<file path="src/rtl/rfk_pkg.sv">
// shared types and constants for the fsk character keyer
`default_nettype none

package rfk_pkg;

    // item classes decoded from the input kind field
    typedef enum logic [1:0] {
        OP_TICK  = 2'd0,
        OP_BEGIN = 2'd1,
        OP_SEND  = 2'd2,
        OP_END   = 2'd3
    } op_t;

    typedef enum logic [2:0] {
        PH_IDLE  = 3'd0,
        PH_PRE   = 3'd1,
        PH_START = 3'd2,
        PH_DATA  = 3'd3,
        PH_STOP  = 3'd4
    } phase_t;

    typedef enum logic [1:0] {
        KEY_SPACE = 2'd0,
        KEY_MARK  = 2'd1,
        KEY_NONE  = 2'd3
    } key_t;

    // head of the queue as seen by the back end
    typedef struct packed {
        logic valid;
        op_t  op;
    } q_head_t;

    localparam int CFG_IDX_W  = 3;
    localparam int CFG_DATA_W = 24;
    localparam int HALF_W     = 16;
    localparam int TICKS_W    = 24;
    localparam int COUNT_W    = 8;
    localparam int KIND_W     = 2;

    localparam logic [CFG_IDX_W-1:0] CFG_MARK_HALF  = 3'd0;
    localparam logic [CFG_IDX_W-1:0] CFG_SPACE_HALF = 3'd1;
    localparam logic [CFG_IDX_W-1:0] CFG_BIT_TICKS  = 3'd2;
    localparam logic [CFG_IDX_W-1:0] CFG_STOP_TICKS = 3'd3;
    localparam logic [CFG_IDX_W-1:0] CFG_PRE_STOPS  = 3'd4;

    localparam logic [HALF_W-1:0]  MARK_HALF_RST  = 16'd235;
    localparam logic [HALF_W-1:0]  SPACE_HALF_RST = 16'd218;
    localparam logic [TICKS_W-1:0] BIT_TICKS_RST  = 24'd22000;
    localparam logic [TICKS_W-1:0] STOP_TICKS_RST = 24'd33000;
    localparam logic [COUNT_W-1:0] PRE_STOPS_RST  = 8'd40;

endpackage

`default_nettype wire

</file>
<file path="src/rtl/rfk_if.sv">
// valid/ready channel interfaces for command input and status output
`default_nettype none

interface rfk_in_if #(parameter int CODE_BITS = 5);
    import rfk_pkg::*;
    logic                 valid;
    logic                 ready;
    logic [KIND_W-1:0]    kind;
    logic [CODE_BITS-1:0] code;

    modport source (output valid, output kind, output code, input ready);
    modport sink   (input valid, input kind, input code, output ready);
endinterface

interface rfk_out_if;
    logic valid;
    logic ready;
    logic tone_out;
    logic keyed_mark;
    logic ptt_on;
    logic busy_res;
    logic rejected;

    modport source (output valid, output tone_out, output keyed_mark, output ptt_on,
                    output busy_res, output rejected, input ready);
    modport sink   (input valid, input tone_out, input keyed_mark, input ptt_on,
                    input busy_res, input rejected, output ready);
endinterface

`default_nettype wire

</file>
<file path="src/rtl/rtty_fsk_character_keyer.sv">
// top level: fsk teleprinter keyer, command queue feeding the frame sequencer
// path: each item is held in a queue entry, then its result in the result register
// throughput: one item per cycle while the result output is not stalled
// the 2-entry queue lets input transfers continue while a result waits on the output, until it is full
// reset: asynchronous active low; idle, internal tone and push-to-talk state off, settings at defaults
`default_nettype none

module rtty_fsk_character_keyer
    import rfk_pkg::*;
#(
    parameter int CODE_BITS = 5
) (
    input  wire logic                  clk,
    input  wire logic                  rst_n,
    rfk_in_if.sink                     in_ch,
    rfk_out_if.source                  out_ch,
    input  wire logic                  cfg_we,
    input  wire logic [CFG_IDX_W-1:0]  cfg_index,
    input  wire logic [CFG_DATA_W-1:0] cfg_data
);

    q_head_t              head;
    logic [CODE_BITS-1:0] head_code;
    logic                 pop;

    rfk_front #(.CODE_BITS(CODE_BITS)) u_front (
        .clk       (clk),
        .rst_n     (rst_n),
        .in_valid  (in_ch.valid),
        .in_ready  (in_ch.ready),
        .in_kind   (in_ch.kind),
        .in_code   (in_ch.code),
        .head      (head),
        .head_code (head_code),
        .pop       (pop)
    );

    rfk_back #(.CODE_BITS(CODE_BITS)) u_back (
        .clk        (clk),
        .rst_n      (rst_n),
        .cfg_we     (cfg_we),
        .cfg_index  (cfg_index),
        .cfg_data   (cfg_data),
        .head       (head),
        .head_code  (head_code),
        .pop        (pop),
        .out_valid  (out_ch.valid),
        .out_ready  (out_ch.ready),
        .tone_out   (out_ch.tone_out),
        .keyed_mark (out_ch.keyed_mark),
        .ptt_on     (out_ch.ptt_on),
        .busy_res   (out_ch.busy_res),
        .rejected   (out_ch.rejected)
    );

endmodule

`default_nettype wire

</file>
<file path="src/rtl/rfk_front.sv">
// front end: accepts items, decodes their class and queues them
`default_nettype none

module rfk_front
    import rfk_pkg::*;
#(
    parameter int CODE_BITS = 5
) (
    input  wire logic                 clk,
    input  wire logic                 rst_n,
    input  wire logic                 in_valid,
    output logic                      in_ready,
    input  wire logic [KIND_W-1:0]    in_kind,
    input  wire logic [CODE_BITS-1:0] in_code,
    output q_head_t                   head,
    output logic [CODE_BITS-1:0]      head_code,
    input  wire logic                 pop
);

    op_t                  op_dec;
    op_t                  op_mem [2];
    logic [CODE_BITS-1:0] code_mem [2];
    logic                 wr_ptr_reg, wr_ptr_next;
    logic                 rd_ptr_reg, rd_ptr_next;
    logic [1:0]           count_reg, count_next;
    logic                 push;

    always_comb
    begin
        unique case (op_t'(in_kind))
            OP_TICK:  op_dec = OP_TICK;
            OP_BEGIN: op_dec = OP_BEGIN;
            OP_SEND:  op_dec = OP_SEND;
            default:  op_dec = OP_END;
        endcase
    end

    assign in_ready = (count_reg != 2'd2);
    assign push     = in_valid && in_ready;

    always_comb
    begin
        wr_ptr_next = push ? ~wr_ptr_reg : wr_ptr_reg;
        rd_ptr_next = pop ? ~rd_ptr_reg : rd_ptr_reg;
        count_next  = count_reg + {1'b0, push} - {1'b0, pop};
    end

    always_ff @(posedge clk)
    begin
        if (push)
        begin
            op_mem[wr_ptr_reg]   <= op_dec;
            code_mem[wr_ptr_reg] <= in_code;
        end
    end

    always_ff @(posedge clk or negedge rst_n)
    begin
        if (!rst_n)
        begin
            wr_ptr_reg <= 1'b0;
            rd_ptr_reg <= 1'b0;
            count_reg  <= 2'd0;
        end
        else
        begin
            wr_ptr_reg <= wr_ptr_next;
            rd_ptr_reg <= rd_ptr_next;
            count_reg  <= count_next;
        end
    end

    assign head      = '{valid: (count_reg != 2'd0), op: op_mem[rd_ptr_reg]};
    assign head_code = code_mem[rd_ptr_reg];

endmodule

`default_nettype wire

</file>
<file path="src/rtl/rfk_back.sv">
// back end: frame sequencer, tone generator, settings and result register
`default_nettype none

module rfk_back
    import rfk_pkg::*;
#(
    parameter int CODE_BITS = 5
) (
    input  wire logic                  clk,
    input  wire logic                  rst_n,
    input  wire logic                  cfg_we,
    input  wire logic [CFG_IDX_W-1:0]  cfg_index,
    input  wire logic [CFG_DATA_W-1:0] cfg_data,
    input  wire q_head_t               head,
    input  wire logic [CODE_BITS-1:0]  head_code,
    output logic                       pop,
    output logic                       out_valid,
    input  wire logic                  out_ready,
    output logic                       tone_out,
    output logic                       keyed_mark,
    output logic                       ptt_on,
    output logic                       busy_res,
    output logic                       rejected
);

    localparam int BIT_W = $clog2(CODE_BITS);
    localparam logic [BIT_W-1:0] MSB_IDX = BIT_W'(CODE_BITS - 1);

    logic [HALF_W-1:0]  mark_half_reg, space_half_reg;
    logic [TICKS_W-1:0] bit_ticks_reg, stop_ticks_reg;
    logic [COUNT_W-1:0] pre_stops_reg;

    phase_t               phase_reg, phase_next;
    logic [BIT_W-1:0]     bit_idx_reg, bit_idx_next;
    logic [TICKS_W-1:0]   elem_reg, elem_next;
    logic [COUNT_W-1:0]   repeat_reg, repeat_next, repeat_dec;
    logic [CODE_BITS-1:0] shift_reg, shift_next;
    logic [HALF_W-1:0]    tone_timer_reg, tone_timer_next;
    logic                 tone_level_reg, tone_level_next;
    key_t                 key_reg, key_next;
    logic                 ptt_reg, ptt_next;

    logic                 want_set;
    key_t                 want_key;
    logic [BIT_W-1:0]     next_idx;
    logic                 rej;

    logic out_valid_reg, out_valid_next;
    logic tone_out_reg, keyed_mark_reg, ptt_on_reg, busy_res_reg, rejected_reg;

    assign pop        = head.valid && (!out_valid_reg || out_ready);
    assign repeat_dec = repeat_reg - COUNT_W'(1);
    assign next_idx   = bit_idx_reg + BIT_W'(1);

    // next state
    always_comb
    begin
        phase_next      = phase_reg;
        bit_idx_next    = bit_idx_reg;
        elem_next       = elem_reg;
        repeat_next     = repeat_reg;
        shift_next      = shift_reg;
        tone_timer_next = tone_timer_reg;
        tone_level_next = tone_level_reg;
        key_next        = key_reg;
        ptt_next        = ptt_reg;
        want_set        = 1'b0;
        want_key        = key_reg;
        rej             = 1'b0;

        if (pop)
        begin
            if (head.op != OP_TICK && phase_reg != PH_IDLE)
            begin
                rej = 1'b1;
            end
            else
            begin
                unique case (head.op)
                    OP_TICK:
                    begin
                        // tone advances first with the current key
                        if (key_reg == KEY_NONE)
                        begin
                            tone_level_next = 1'b0;
                        end
                        else if (tone_timer_reg <= HALF_W'(1))
                        begin
                            tone_level_next = ~tone_level_reg;
                            tone_timer_next = (key_reg == KEY_MARK) ? mark_half_reg
                                                                    : space_half_reg;
                        end
                        else
                        begin
                            tone_timer_next = tone_timer_reg - HALF_W'(1);
                        end

                        if (phase_reg != PH_IDLE)
                        begin
                            if (elem_reg > TICKS_W'(1))
                            begin
                                elem_next = elem_reg - TICKS_W'(1);
                            end
                            else
                            begin
                                elem_next = '0;
                                unique case (phase_reg)
                                    PH_PRE:
                                    begin
                                        repeat_next = repeat_dec;
                                        if (repeat_dec != '0)
                                            elem_next = stop_ticks_reg;
                                        else
                                            phase_next = PH_IDLE;
                                    end
                                    PH_START:
                                    begin
                                        phase_next   = PH_DATA;
                                        bit_idx_next = '0;
                                        want_set     = 1'b1;
                                        want_key     = shift_reg[MSB_IDX] ? KEY_MARK
                                                                          : KEY_SPACE;
                                        elem_next    = bit_ticks_reg;
                                    end
                                    PH_DATA:
                                    begin
                                        want_set = 1'b1;
                                        if (bit_idx_reg != MSB_IDX)
                                        begin
                                            bit_idx_next = next_idx;
                                            want_key     = shift_reg[MSB_IDX - next_idx]
                                                           ? KEY_MARK : KEY_SPACE;
                                            elem_next    = bit_ticks_reg;
                                        end
                                        else
                                        begin
                                            phase_next = PH_STOP;
                                            want_key   = KEY_MARK;
                                            elem_next  = stop_ticks_reg;
                                        end
                                    end
                                    default:
                                    begin
                                        phase_next = PH_IDLE;
                                    end
                                endcase
                            end
                        end
                    end
                    OP_BEGIN:
                    begin
                        ptt_next    = 1'b1;
                        want_set    = 1'b1;
                        want_key    = KEY_MARK;
                        repeat_next = pre_stops_reg;
                        if (pre_stops_reg != '0)
                        begin
                            phase_next = PH_PRE;
                            elem_next  = stop_ticks_reg;
                        end
                    end
                    OP_SEND:
                    begin
                        shift_next   = head_code;
                        phase_next   = PH_START;
                        bit_idx_next = '0;
                        want_set     = 1'b1;
                        want_key     = KEY_SPACE;
                        elem_next    = bit_ticks_reg;
                    end
                    default:
                    begin
                        key_next        = KEY_NONE;
                        tone_level_next = 1'b0;
                        tone_timer_next = '0;
                        ptt_next        = 1'b0;
                    end
                endcase

                // phase restarts only on a change of keyed level
                if (want_set && want_key != key_reg)
                begin
                    key_next        = want_key;
                    tone_level_next = 1'b1;
                    tone_timer_next = (want_key == KEY_MARK) ? mark_half_reg : space_half_reg;
                end
            end
        end
    end

    // result of the item
    always_comb
    begin
        out_valid_next = pop || (out_valid_reg && !out_ready);
    end

    always_ff @(posedge clk)
    begin
        if (pop)
        begin
            tone_out_reg   <= (key_next != KEY_NONE) && tone_level_next;
            keyed_mark_reg <= (key_next == KEY_MARK);
            ptt_on_reg     <= ptt_next;
            busy_res_reg   <= (phase_next != PH_IDLE);
            rejected_reg   <= rej;
        end
    end

    always_ff @(posedge clk or negedge rst_n)
    begin
        if (!rst_n)
        begin
            phase_reg      <= PH_IDLE;
            bit_idx_reg    <= '0;
            elem_reg       <= '0;
            repeat_reg     <= '0;
            shift_reg      <= '0;
            tone_timer_reg <= '0;
            tone_level_reg <= 1'b0;
            key_reg        <= KEY_NONE;
            ptt_reg        <= 1'b0;
            out_valid_reg  <= 1'b0;
        end
        else
        begin
            phase_reg      <= phase_next;
            bit_idx_reg    <= bit_idx_next;
            elem_reg       <= elem_next;
            repeat_reg     <= repeat_next;
            shift_reg      <= shift_next;
            tone_timer_reg <= tone_timer_next;
            tone_level_reg <= tone_level_next;
            key_reg        <= key_next;
            ptt_reg        <= ptt_next;
            out_valid_reg  <= out_valid_next;
        end
    end

    always_ff @(posedge clk or negedge rst_n)
    begin
        if (!rst_n)
        begin
            mark_half_reg  <= MARK_HALF_RST;
            space_half_reg <= SPACE_HALF_RST;
            bit_ticks_reg  <= BIT_TICKS_RST;
            stop_ticks_reg <= STOP_TICKS_RST;
            pre_stops_reg  <= PRE_STOPS_RST;
        end
        else if (cfg_we)
        begin
            unique case (cfg_index)
                CFG_MARK_HALF:  mark_half_reg  <= cfg_data[HALF_W-1:0];
                CFG_SPACE_HALF: space_half_reg <= cfg_data[HALF_W-1:0];
                CFG_BIT_TICKS:  bit_ticks_reg  <= cfg_data[TICKS_W-1:0];
                CFG_STOP_TICKS: stop_ticks_reg <= cfg_data[TICKS_W-1:0];
                CFG_PRE_STOPS:  pre_stops_reg  <= cfg_data[COUNT_W-1:0];
                default:        ;
            endcase
        end
    end

    assign out_valid  = out_valid_reg;
    assign tone_out   = tone_out_reg;
    assign keyed_mark = keyed_mark_reg;
    assign ptt_on     = ptt_on_reg;
    assign busy_res   = busy_res_reg;
    assign rejected   = rejected_reg;

endmodule

`default_nettype wire

</file>
<file path="src/flat_wrapper.sv">
// flat-port wrapper written by rule: the top's interface ports become plain ports
module rtty_fsk_character_keyer_flat import rfk_pkg::*;
#(
    parameter int CODE_BITS = 5
)
  (clk, rst_n, cfg_we, cfg_index, cfg_data, in_ch_valid, in_ch_kind, in_ch_code, in_ch_ready, out_ch_valid, out_ch_tone_out, out_ch_keyed_mark, out_ch_ptt_on, out_ch_busy_res, out_ch_rejected, out_ch_ready);
  rfk_in_if #(.CODE_BITS(CODE_BITS)) in_ch_i ();
  rfk_out_if out_ch_i ();
  input  wire logic clk;
  input  wire logic rst_n;
  input  wire logic cfg_we;
  input  wire logic [CFG_IDX_W-1:0] cfg_index;
  input  wire logic [CFG_DATA_W-1:0] cfg_data;
  input wire logic [$bits(in_ch_i.valid)-1:0] in_ch_valid;
  input wire logic [$bits(in_ch_i.kind)-1:0] in_ch_kind;
  input wire logic [$bits(in_ch_i.code)-1:0] in_ch_code;
  output wire logic [$bits(in_ch_i.ready)-1:0] in_ch_ready;
  output wire logic [$bits(out_ch_i.valid)-1:0] out_ch_valid;
  output wire logic [$bits(out_ch_i.tone_out)-1:0] out_ch_tone_out;
  output wire logic [$bits(out_ch_i.keyed_mark)-1:0] out_ch_keyed_mark;
  output wire logic [$bits(out_ch_i.ptt_on)-1:0] out_ch_ptt_on;
  output wire logic [$bits(out_ch_i.busy_res)-1:0] out_ch_busy_res;
  output wire logic [$bits(out_ch_i.rejected)-1:0] out_ch_rejected;
  input wire logic [$bits(out_ch_i.ready)-1:0] out_ch_ready;
  assign in_ch_i.valid = in_ch_valid;
  assign in_ch_i.kind = in_ch_kind;
  assign in_ch_i.code = in_ch_code;
  assign in_ch_ready = in_ch_i.ready;
  assign out_ch_valid = out_ch_i.valid;
  assign out_ch_tone_out = out_ch_i.tone_out;
  assign out_ch_keyed_mark = out_ch_i.keyed_mark;
  assign out_ch_ptt_on = out_ch_i.ptt_on;
  assign out_ch_busy_res = out_ch_i.busy_res;
  assign out_ch_rejected = out_ch_i.rejected;
  assign out_ch_i.ready = out_ch_ready;
  rtty_fsk_character_keyer #(.CODE_BITS(CODE_BITS)) u_core (.clk(clk), .rst_n(rst_n), .in_ch(in_ch_i), .out_ch(out_ch_i), .cfg_we(cfg_we), .cfg_index(cfg_index), .cfg_data(cfg_data));
endmodule
</file>
<file path="config.mk">
export PLATFORM = sky130hd
export DESIGN_NAME = rtty_fsk_character_keyer_flat
export DESIGN_NICKNAME = d
export VERILOG_FILES = /design/src/rtl/rfk_pkg.sv /design/src/rtl/rfk_if.sv /design/src/rtl/rtty_fsk_character_keyer.sv /design/src/rtl/rfk_front.sv /design/src/rtl/rfk_back.sv /design/src/flat_wrapper.sv
export SDC_FILE = /design/constraint.sdc
export NUM_CORES = 1
export LEC_CHECK = 0
export BUFFER_PORTS_ARGS = -buffer_cell sky130_fd_sc_hd__buf_2
export CAP_MARGIN = 10
export CORE_MARGIN = 2
export CORE_UTILIZATION = 40
export CTS_BUF_LIST = sky130_fd_sc_hd__clkbuf_8
export DETAILED_ROUTE_END_ITERATION = 16
export GPL_TIMING_DRIVEN = 1
export MAX_ROUTING_LAYER = met4
export PLACE_DENSITY_LB_ADDON = 0.05
export SETUP_SLACK_MARGIN = 0.15
export SYNTH_ARGS = -nofsm -noshare
export SYNTH_HDL_FRONTEND = slang
export SYNTH_SLANG_ARGS = --single-unit
</file>
<file path="constraint.sdc">
create_clock -name clk -period 8.6 [get_ports clk]
set_clock_uncertainty 0.15 [all_clocks]
set_input_delay 1.72 -clock clk [delete_from_list [all_inputs] [get_ports clk]]
set_output_delay 1.72 -clock clk [all_outputs]
set_load 0.005 [all_outputs]
</file>
Word level (Yosys, flattened, before mapping)
Memories as Yosys holds them, arrays and structs flattened. A register that Yosys moved wholly into a read port is not among the register bits.
Index checks and enable logic that the tools add are counted.
- register bits after elaboration: 156
- logic and storage cells: 167
- memories kept: 2
- RAM bits: 14
- output and inout bits: 7
- magnitude comparators: 3
- reductions and logical operators: 37
- bitwise logic cells: 4
- add/subtract/negate cells: 7
- equality and inequality tests: 27
- muxes and demuxes: 65
- memory list (name ; depth ; bits a word ; rd ports ; clocked after Yosys merged registers in ; wr ports ; RTL line ; RTL):
    u_core.u_front.code_mem ; 2 ; 5 ; 1 ; 1 ; 1 ; rfk_front.sv:22 ; logic [CODE_BITS-1:0] code_mem [2];
    u_core.u_front.op_mem ; 2 ; 2 ; 1 ; 0 ; 1 ; rfk_front.sv:21 ; op_t op_mem [2];
- operators with widths (operator ; number):
    one-hot mux 24 bit (3 select lines) ; 2
    2-to-1 mux 24 bit ; 5
    2-to-1 mux 16 bit ; 5
    one-hot mux 16 bit (2 select lines) ; 1
    2-to-1 mux 3 bit ; 10
    greater-than comparator 24 x 1 -> 1 bit, second input constant ; 1
    2-to-1 mux 8 bit ; 3
    subtractor 24 x 1 -> 24 bit, second input constant ; 1
    2-to-1 mux 1 bit ; 19
    one-hot mux 3 bit (3 select lines) ; 2
    <= comparator 16 x 1 -> 1 bit, second input constant ; 1
    2-to-1 mux 2 bit ; 8
    one-hot mux 8 bit (2 select lines) ; 1
    nonzero test 8 bit ; 2
    subtractor 16 x 1 -> 16 bit, second input constant ; 1
    equality test 3 x 2 -> 1 bit, second input constant ; 4
    one-hot mux 2 bit (3 select lines) ; 2
    one-hot mux 3 bit (2 select lines) ; 2
    equality test 2 x 1 -> 1 bit, second input constant ; 5
    inequality test 2 bit, second input constant ; 5
    AND reduction 2 bit ; 5
    inequality test 3 bit, second input constant ; 3
    nonzero test 3 bit ; 3
    nonzero test 2 bit ; 4
    other kinds (28) ; 48

Depth between registers and ports, before layout
- word-level depth: 19
- mapped depth: 16

Hierarchy
A second synthesis with hierarchy kept.
- cell total of the unflattened synthesis: 889
- area, all modules: 9658.0 µm²
- modules (own cells, without submodules) (module ; seq. area each (µm²) ; cells an instance ; times used ; area an instance (µm²)):
    rfk_back ; 3988.8 ; 848 ; 1 ; 8941.1
    rfk_front ; 520.5 ; 41 ; 1 ; 716.9

Least setup slack after synthesis
Ideal clock, no wire load.
- kind: reg2reg
- start: register u_core.u_front.rd_ptr_reg
- end: register u_core.u_back.keyed_mark_reg (netlist: u_core.u_back.keyed_mark), data pin
- buffers on the path: 3
- path slack: 4.931 ns
- arrival: 3.252 ns
- data required time: 8.183 ns
- stages on the path, launching flop included: 15
- cell sequence: dfrtp_1 -> clkbuf_1 -> mux2i_1 -> ha_1 -> clkbuf_1 -> clkinv_1 -> ha_1 -> inv_1 -> and3_1 -> nand2b_1 -> a21oi_1 -> o21ai_0 -> buf_4 -> o31ai_1 -> nor2_1
- cells in the longest elaborated chain, start to end: 11
- elaborated cells on any way between the ends: 21
- ends and longest elaborated chain (element ; RTL line ; RTL):
    start, declared ; rfk_front.sv:24 ; logic rd_ptr_reg, rd_ptr_next;
    start signal, assigned ; rfk_front.sv:68 ; rd_ptr_reg <= rd_ptr_next;
    memory read (2 x 2 bit) (*) ; -- ;
    equality test 2 bit (tied with other cells) ; rfk_back.sv:79 ; unique case (head.op)
    one-hot mux 2 bit (3 select lines) / OR reduction 2 bit (equally long branches) ; -- ;
    2-to-1 mux 2 bit / one-hot mux 1 bit (2 select lines) (equally long branches) ; rfk_back.sv:73, rfk_back.sv:79 ;
    2-to-1 mux 2 bit / 2-to-1 mux 1 bit (equally long branches) ; rfk_back.sv:71, rfk_back.sv:73 ;
    inequality test 2 bit / 2-to-1 mux 1 bit (equally long branches) ; rfk_back.sv:181, rfk_back.sv:71 ;
    logical AND 1 bit ; rfk_back.sv:181 ; if (want_set && want_key != key_reg)
    2-to-1 mux 2 bit ; rfk_back.sv:181 ;
    2-to-1 mux 2 bit (*) ; rfk_back.sv:73 ; if (head.op != OP_TICK && phase_reg != PH_IDLE)
    2-to-1 mux 2 bit (*) ; rfk_back.sv:71 ; if (pop)
    equality test 2 x 1 -> 1 bit (*) ; rfk_back.sv:202 ; keyed_mark_reg <= (key_next == KEY_MARK);
    end signal, assigned ; rfk_back.sv:202 ;
    end, declared ; rfk_back.sv:49 ; logic tone_out_reg, keyed_mark_reg, ptt_on_reg, busy_res_reg, rejected_reg;
Every way passes the cells marked *; elsewhere a longest branch is shown, timed or not. The select of a mux whose other input is x is not followed.
A chain may end at the register's enable or synchronous reset.

Worst setup path in the final report
- start: register u_core.u_front.rd_ptr_reg
- end: register u_core.u_back.tone_out_reg (netlist: u_core.u_back.tone_out), data pin
- cells in the longest elaborated chain, start to end: 12
- elaborated cells on any way between the ends: 26
- ends and longest elaborated chain (element ; RTL line ; RTL):
    memory read (2 x 2 bit) (*) ; -- ;
    equality test 2 bit (tied with other cells) ; rfk_back.sv:79 ;
    one-hot mux 2 bit (3 select lines) / OR reduction 2 bit (equally long branches) ; -- ;
    2-to-1 mux 2 bit / one-hot mux 1 bit (2 select lines) (equally long branches) ; rfk_back.sv:73, rfk_back.sv:79 ;
    2-to-1 mux 2 bit / 2-to-1 mux 1 bit (equally long branches) ; rfk_back.sv:71, rfk_back.sv:73 ;
    inequality test 2 bit / 2-to-1 mux 1 bit (equally long branches) ; rfk_back.sv:181, rfk_back.sv:71 ;
    logical AND 1 bit ; rfk_back.sv:181 ;
    2-to-1 mux 2 bit ; rfk_back.sv:181 ;
    2-to-1 mux 2 bit ; rfk_back.sv:73 ;
    2-to-1 mux 2 bit ; rfk_back.sv:71 ;
    inequality test 2 bit ; rfk_back.sv:201 ; tone_out_reg <= (key_next != KEY_NONE) && tone_level_next;
    logical AND 1 bit (*) ; rfk_back.sv:201 ;
    end signal, assigned ; rfk_back.sv:201 ;
    end, declared ; rfk_back.sv:49 ;
Marks and branches as above.

==> summary.md <==
| Metric | Value |
|---|---|
| Min-Delay Endpoint | u_core.u_back.tone_timer_reg[14] |
| Initial DRC count | roughly 450 |
| CTS buffer count | 17 |
| Most frequent cells in the layout | 128 x dfrtp_1, 91 x mux2_2, 57 x nor2_1, 54 x nand2_1, 54 x a21oi_1 |
| Synth Register Bits | ~180 |
| Post-synth EDFFs | 19 |
| Clock root cell | clkbuf_8 |
| Crit path cell chain | mux2i_1 > ha_1 > clkinv_1 > ha_1 > inv_1 > and3_1 > nand2b_1 > a21oi_1 > o21ai_2 > buf_4 > o31ai_1 > o22a_1 |
| Warnings from Yosys | 0 |
| Post-synthesis compound-gate area fraction | 0.178 |
| CP most frequent cell | ha_1 |
| Syn avg cell area | around 11 µm² |
| Diodes inserted | 0 |
| Worst stage delay on the critical path | 0.60 ns |
| Fill cells | 2271 |
| Leakage | between 4 and 5 nW |
| Status | finished, final reports clean |
| Minimum clock period after layout | 4.46 ns |
| Core Rows | 56 |
| Routability cong. | 0.813 |
| Worst reg2reg setup slack | roughly 4.1 ns |
| Hold Violations, Final | 0 |
| GR Util All Layers | 0.209 |
| Reg-to-Reg End | u_core.u_back.tone_out |
| Adder-cell share of the synthesized area | 0.0211 |
| Setup TNS | 0 ns |
| Longest Clk Path Bufs | 2 |
| Worst Hold Class | flip-flop to flip-flop |
| CP Capture Type | flip-flop |
| Main combinational cell family by area after synthesis | compound AO/OA/AOI/OAI gates |
| WP data arrival | about 4.7 ns |
| PortBufs | 45 |
| H-tree depth | 4 |
| Xor-xnor portion of the synthesized cell area | 0.0268 |
| Vias in the first global route | between 7000 and 8000 |
| Total grt overflow | 0 |
| Post_cts resized | 0 |
| FFs w/ async S/R, synth | 0.891 |
| Final setup fails | 0 |
| Mapped cell area | about 9500 µm² |
| # Post-CTS Setup Buffers | 0 |
| Post-route ant nets | 0 |
| Cts hold-fix bufs | 0 |
| Vias | 7234 |
| Die Y | ~160 µm |
| Dpl cells | 1220 |
| Syn nets | between 900 and 1000 |
| Clock transition at the registers of the reported paths | between 0.1 and 0.15 ns |
| Initial antenna violation count | 0 |
| R2r worst-path depth | 12 |
| Critical Path Source Type | flip-flop |
| Power Density | about 350 nW/µm² |
| Relative max-transition margin | 0.316 |
| Mux contribution to synthesized area | 0.150 |
| Routed WL | 24.5 mm |
| Commonest non-fill, non-tap cell in the layout | dfrtp_1 |
| Worst hold slack | 0.333 ns |
| DRT Pass-1 Iters | 4 |
| Register area share after synthesis | 0.475 |
| Area growth, synth to finish | 9.69% |
| Die width | about 160 µm |
| Worst IR Drop VDD | roughly 0.19 mV |
| Maximum clock rate | approximately 0.22 GHz |
| CORE AREA | about 23000 µm² |
| Final period utilization | 0.518 |
| Post-Synthesis Cells | about 900 |
| Worst hold path depth | 1 |
| CP delay by family, top | compound AO/OA/AOI/OAI gates |
| Req. time, crit path | roughly 8.8 ns |
| WL/cell | a little under 20 µm |
| Vias per cell | 5.78 |
| Die Area | ~25000 µm² |
| Netlist cell types | 70 |
| Post-DP HPWL | about 16 mm |
| Drt drc | 0 |
| Layout cells sized above 1 | 0.241 |
| Largest net degree at the start of global routing | between 80 and 90 |
| Worst slew pin tran | a little over 1 ns |
| Initial Utilization | 0.406 |
| Simple-Gate Fraction of Synth Area | 0.113 |
| Register area | roughly 4500 µm² |
| Critical-path maximum fanout | 30 |
| CP Buf/Inv Count | 3 |
| Non-Filler Instances | 1252 |
| Main synth FF type | dfrtp_1 |
| Ports | 46 |
| Max-cap violations | 0 |
| # clock sinks | roughly 180 |
| Area of the multi-input gates | between 4000 and 5000 µm² |
| CTS tree | done |
| Crit path max-delay cell type | dfrtp_1 |
| Worst r2r src | u_core.u_front.rd_ptr_reg |
| Unrepaired setup endpoints after global routing | false |
| First-pass GRT wire length | slightly below 40 mm |
| Post-layout nets | around 1000 |
| Max-slew violations | 0 |
| CP Class | flip-flop to flip-flop |
| Clk_lat worst skew | between 0.4 and 0.5 ns |
| Hold path start | u_core.u_back.tone_timer_reg[14] |
[synthesized netlist by cell type (2+ instances only)]
| library cell | instances | area (µm²) |
|---|---|---|
| inv_1 | 23 | 86.3 |
| ha_1 | 16 | 200 |
| nand3_1 | 20 | 100 |
| buf_1 | 3 | 11.3 |
| xor2_1 | 9 | 78.8 |
| nor3_1 | 28 | 140 |
| a311o_1 | 12 | 120 |
| nand4_1 | 2 | 12.5 |
| dfrtp_1 | 128 | 3200 |
| a211oi_1 | 19 | 143 |
| buf_2 | 4 | 20.0 |
| and2_1 | 3 | 18.8 |
| xnor2_1 | 20 | 175 |
| a31oi_1 | 13 | 81.3 |
| or4_1 | 4 | 30.0 |
| nor2b_1 | 4 | 25.0 |
| nor2_1 | 59 | 221 |
| or2_2 | 2 | 12.5 |
| o22ai_1 | 7 | 43.8 |
| nand2b_1 | 9 | 56.3 |
| a22o_1 | 9 | 78.8 |
| a211o_1 | 5 | 43.8 |
| mux2i_1 | 40 | 400 |
| or3_1 | 7 | 43.8 |
| o2111ai_1 | 2 | 17.5 |
| and3_1 | 5 | 31.3 |
| edfxtp_1 | 19 | 571 |
| a221oi_1 | 21 | 184 |
| mux2_2 | 91 | 1020 |
| o221ai_1 | 3 | 26.3 |
| a22oi_1 | 6 | 45.0 |
| clkbuf_1 | 47 | 176 |
| o21ai_0 | 46 | 230 |
| a21oi_1 | 54 | 270 |
| nor4_1 | 10 | 62.6 |
| nand2_1 | 54 | 203 |
| dfstp_2 | 28 | 736 |
| o2bb2ai_1 | 4 | 35.0 |
| o31ai_1 | 22 | 165 |
| o211ai_1 | 4 | 30.0 |
| a21o_1 | 5 | 37.5 |
| clkinv_1 | 2 | 7.51 |
| o32ai_1 | 2 | 17.5 |
[cell families (layout without fill, tap and decap cells)]
kind of cell	Yosys count	in the layout
buffers and inverters	82	117
AND/OR/NAND/NOR	218	218
adder cells (fa/ha/maj)	16	16
AO/OA/AOI/OAI	247	247
flip-flops	175	175
XOR/XNOR	29	29
multiplexers	131	131
[cell type report]
type / instances / share of cell area
multi-input combinational: 641 / 0.449
timing repair buffer: 60 / 0.0330
inverter: 25 / 0.00901
sequential: 175 / 0.433
tap: 319 / 0.0383
clock inverter: 15 / 0.0154
clock buffer: 17 / 0.0225
[power by group]
| part | switching, mW | internal (mW) | total (mW) |
|---|---|---|---|
| logic | 1.02 | 0.726 | 1.75 |
| registers | 0.234 | 1.12 | 1.36 |
| clock network | 0.328 | 0.263 | 0.591 |
[layer usage]
| layer | track usage | part of all wire |
|---|---|---|
| met5 | - | 0 |
| met4 | 0.0571 | 0.017 |
| met3 | 0.0386 | 0.041 |
| met2 | 0.327 | 0.46 |
| met1 | 0.282 | 0.48 |
[worst max path at each step]
stage / startpoint / end / slack, ns / cells after the start
4_1_cts: u_core.u_front.rd_ptr_reg / u_core.u_back.tone_out / 4.19 / 12
6_report: u_core.u_front.rd_ptr_reg / u_core.u_back.tone_out / 4.14 / 12
5_1_grt: u_core.u_front.rd_ptr_reg / u_core.u_back.tone_timer_reg[12] / 3.81 / 10
3_3_place_gp: u_core.u_front.rd_ptr_reg / u_core.u_back.keyed_mark / 4.31 / 12
3_5_place_dp: u_core.u_front.rd_ptr_reg / u_core.u_back.tone_out / 4.24 / 12
2_1_floorplan: u_core.u_front.rd_ptr_reg / u_core.u_back.keyed_mark / 4.93 / 14
[through the flow]
| step | util | setup slack, ns | total power [mW] | cell area [µm²] |
|---|---|---|---|---|
| 2_1_floorplan | - | 4.93 | 2.66 | 9490 |
| 3_3_place_gp | 0.428 | 4.31 | 3.07 | 10000 |
| 3_5_place_dp | 0.428 | 4.24 | 3.11 | 10000 |
| 4_1_cts | 0.445 | 4.19 | 3.72 | 10400 |
| 5_1_grt | 0.445 | 3.81 | 3.98 | 10400 |
| 6_report | 0.445 | 4.14 | 3.69 | 10400 |
Note: power is estimated with default switching activity, not from simulation.
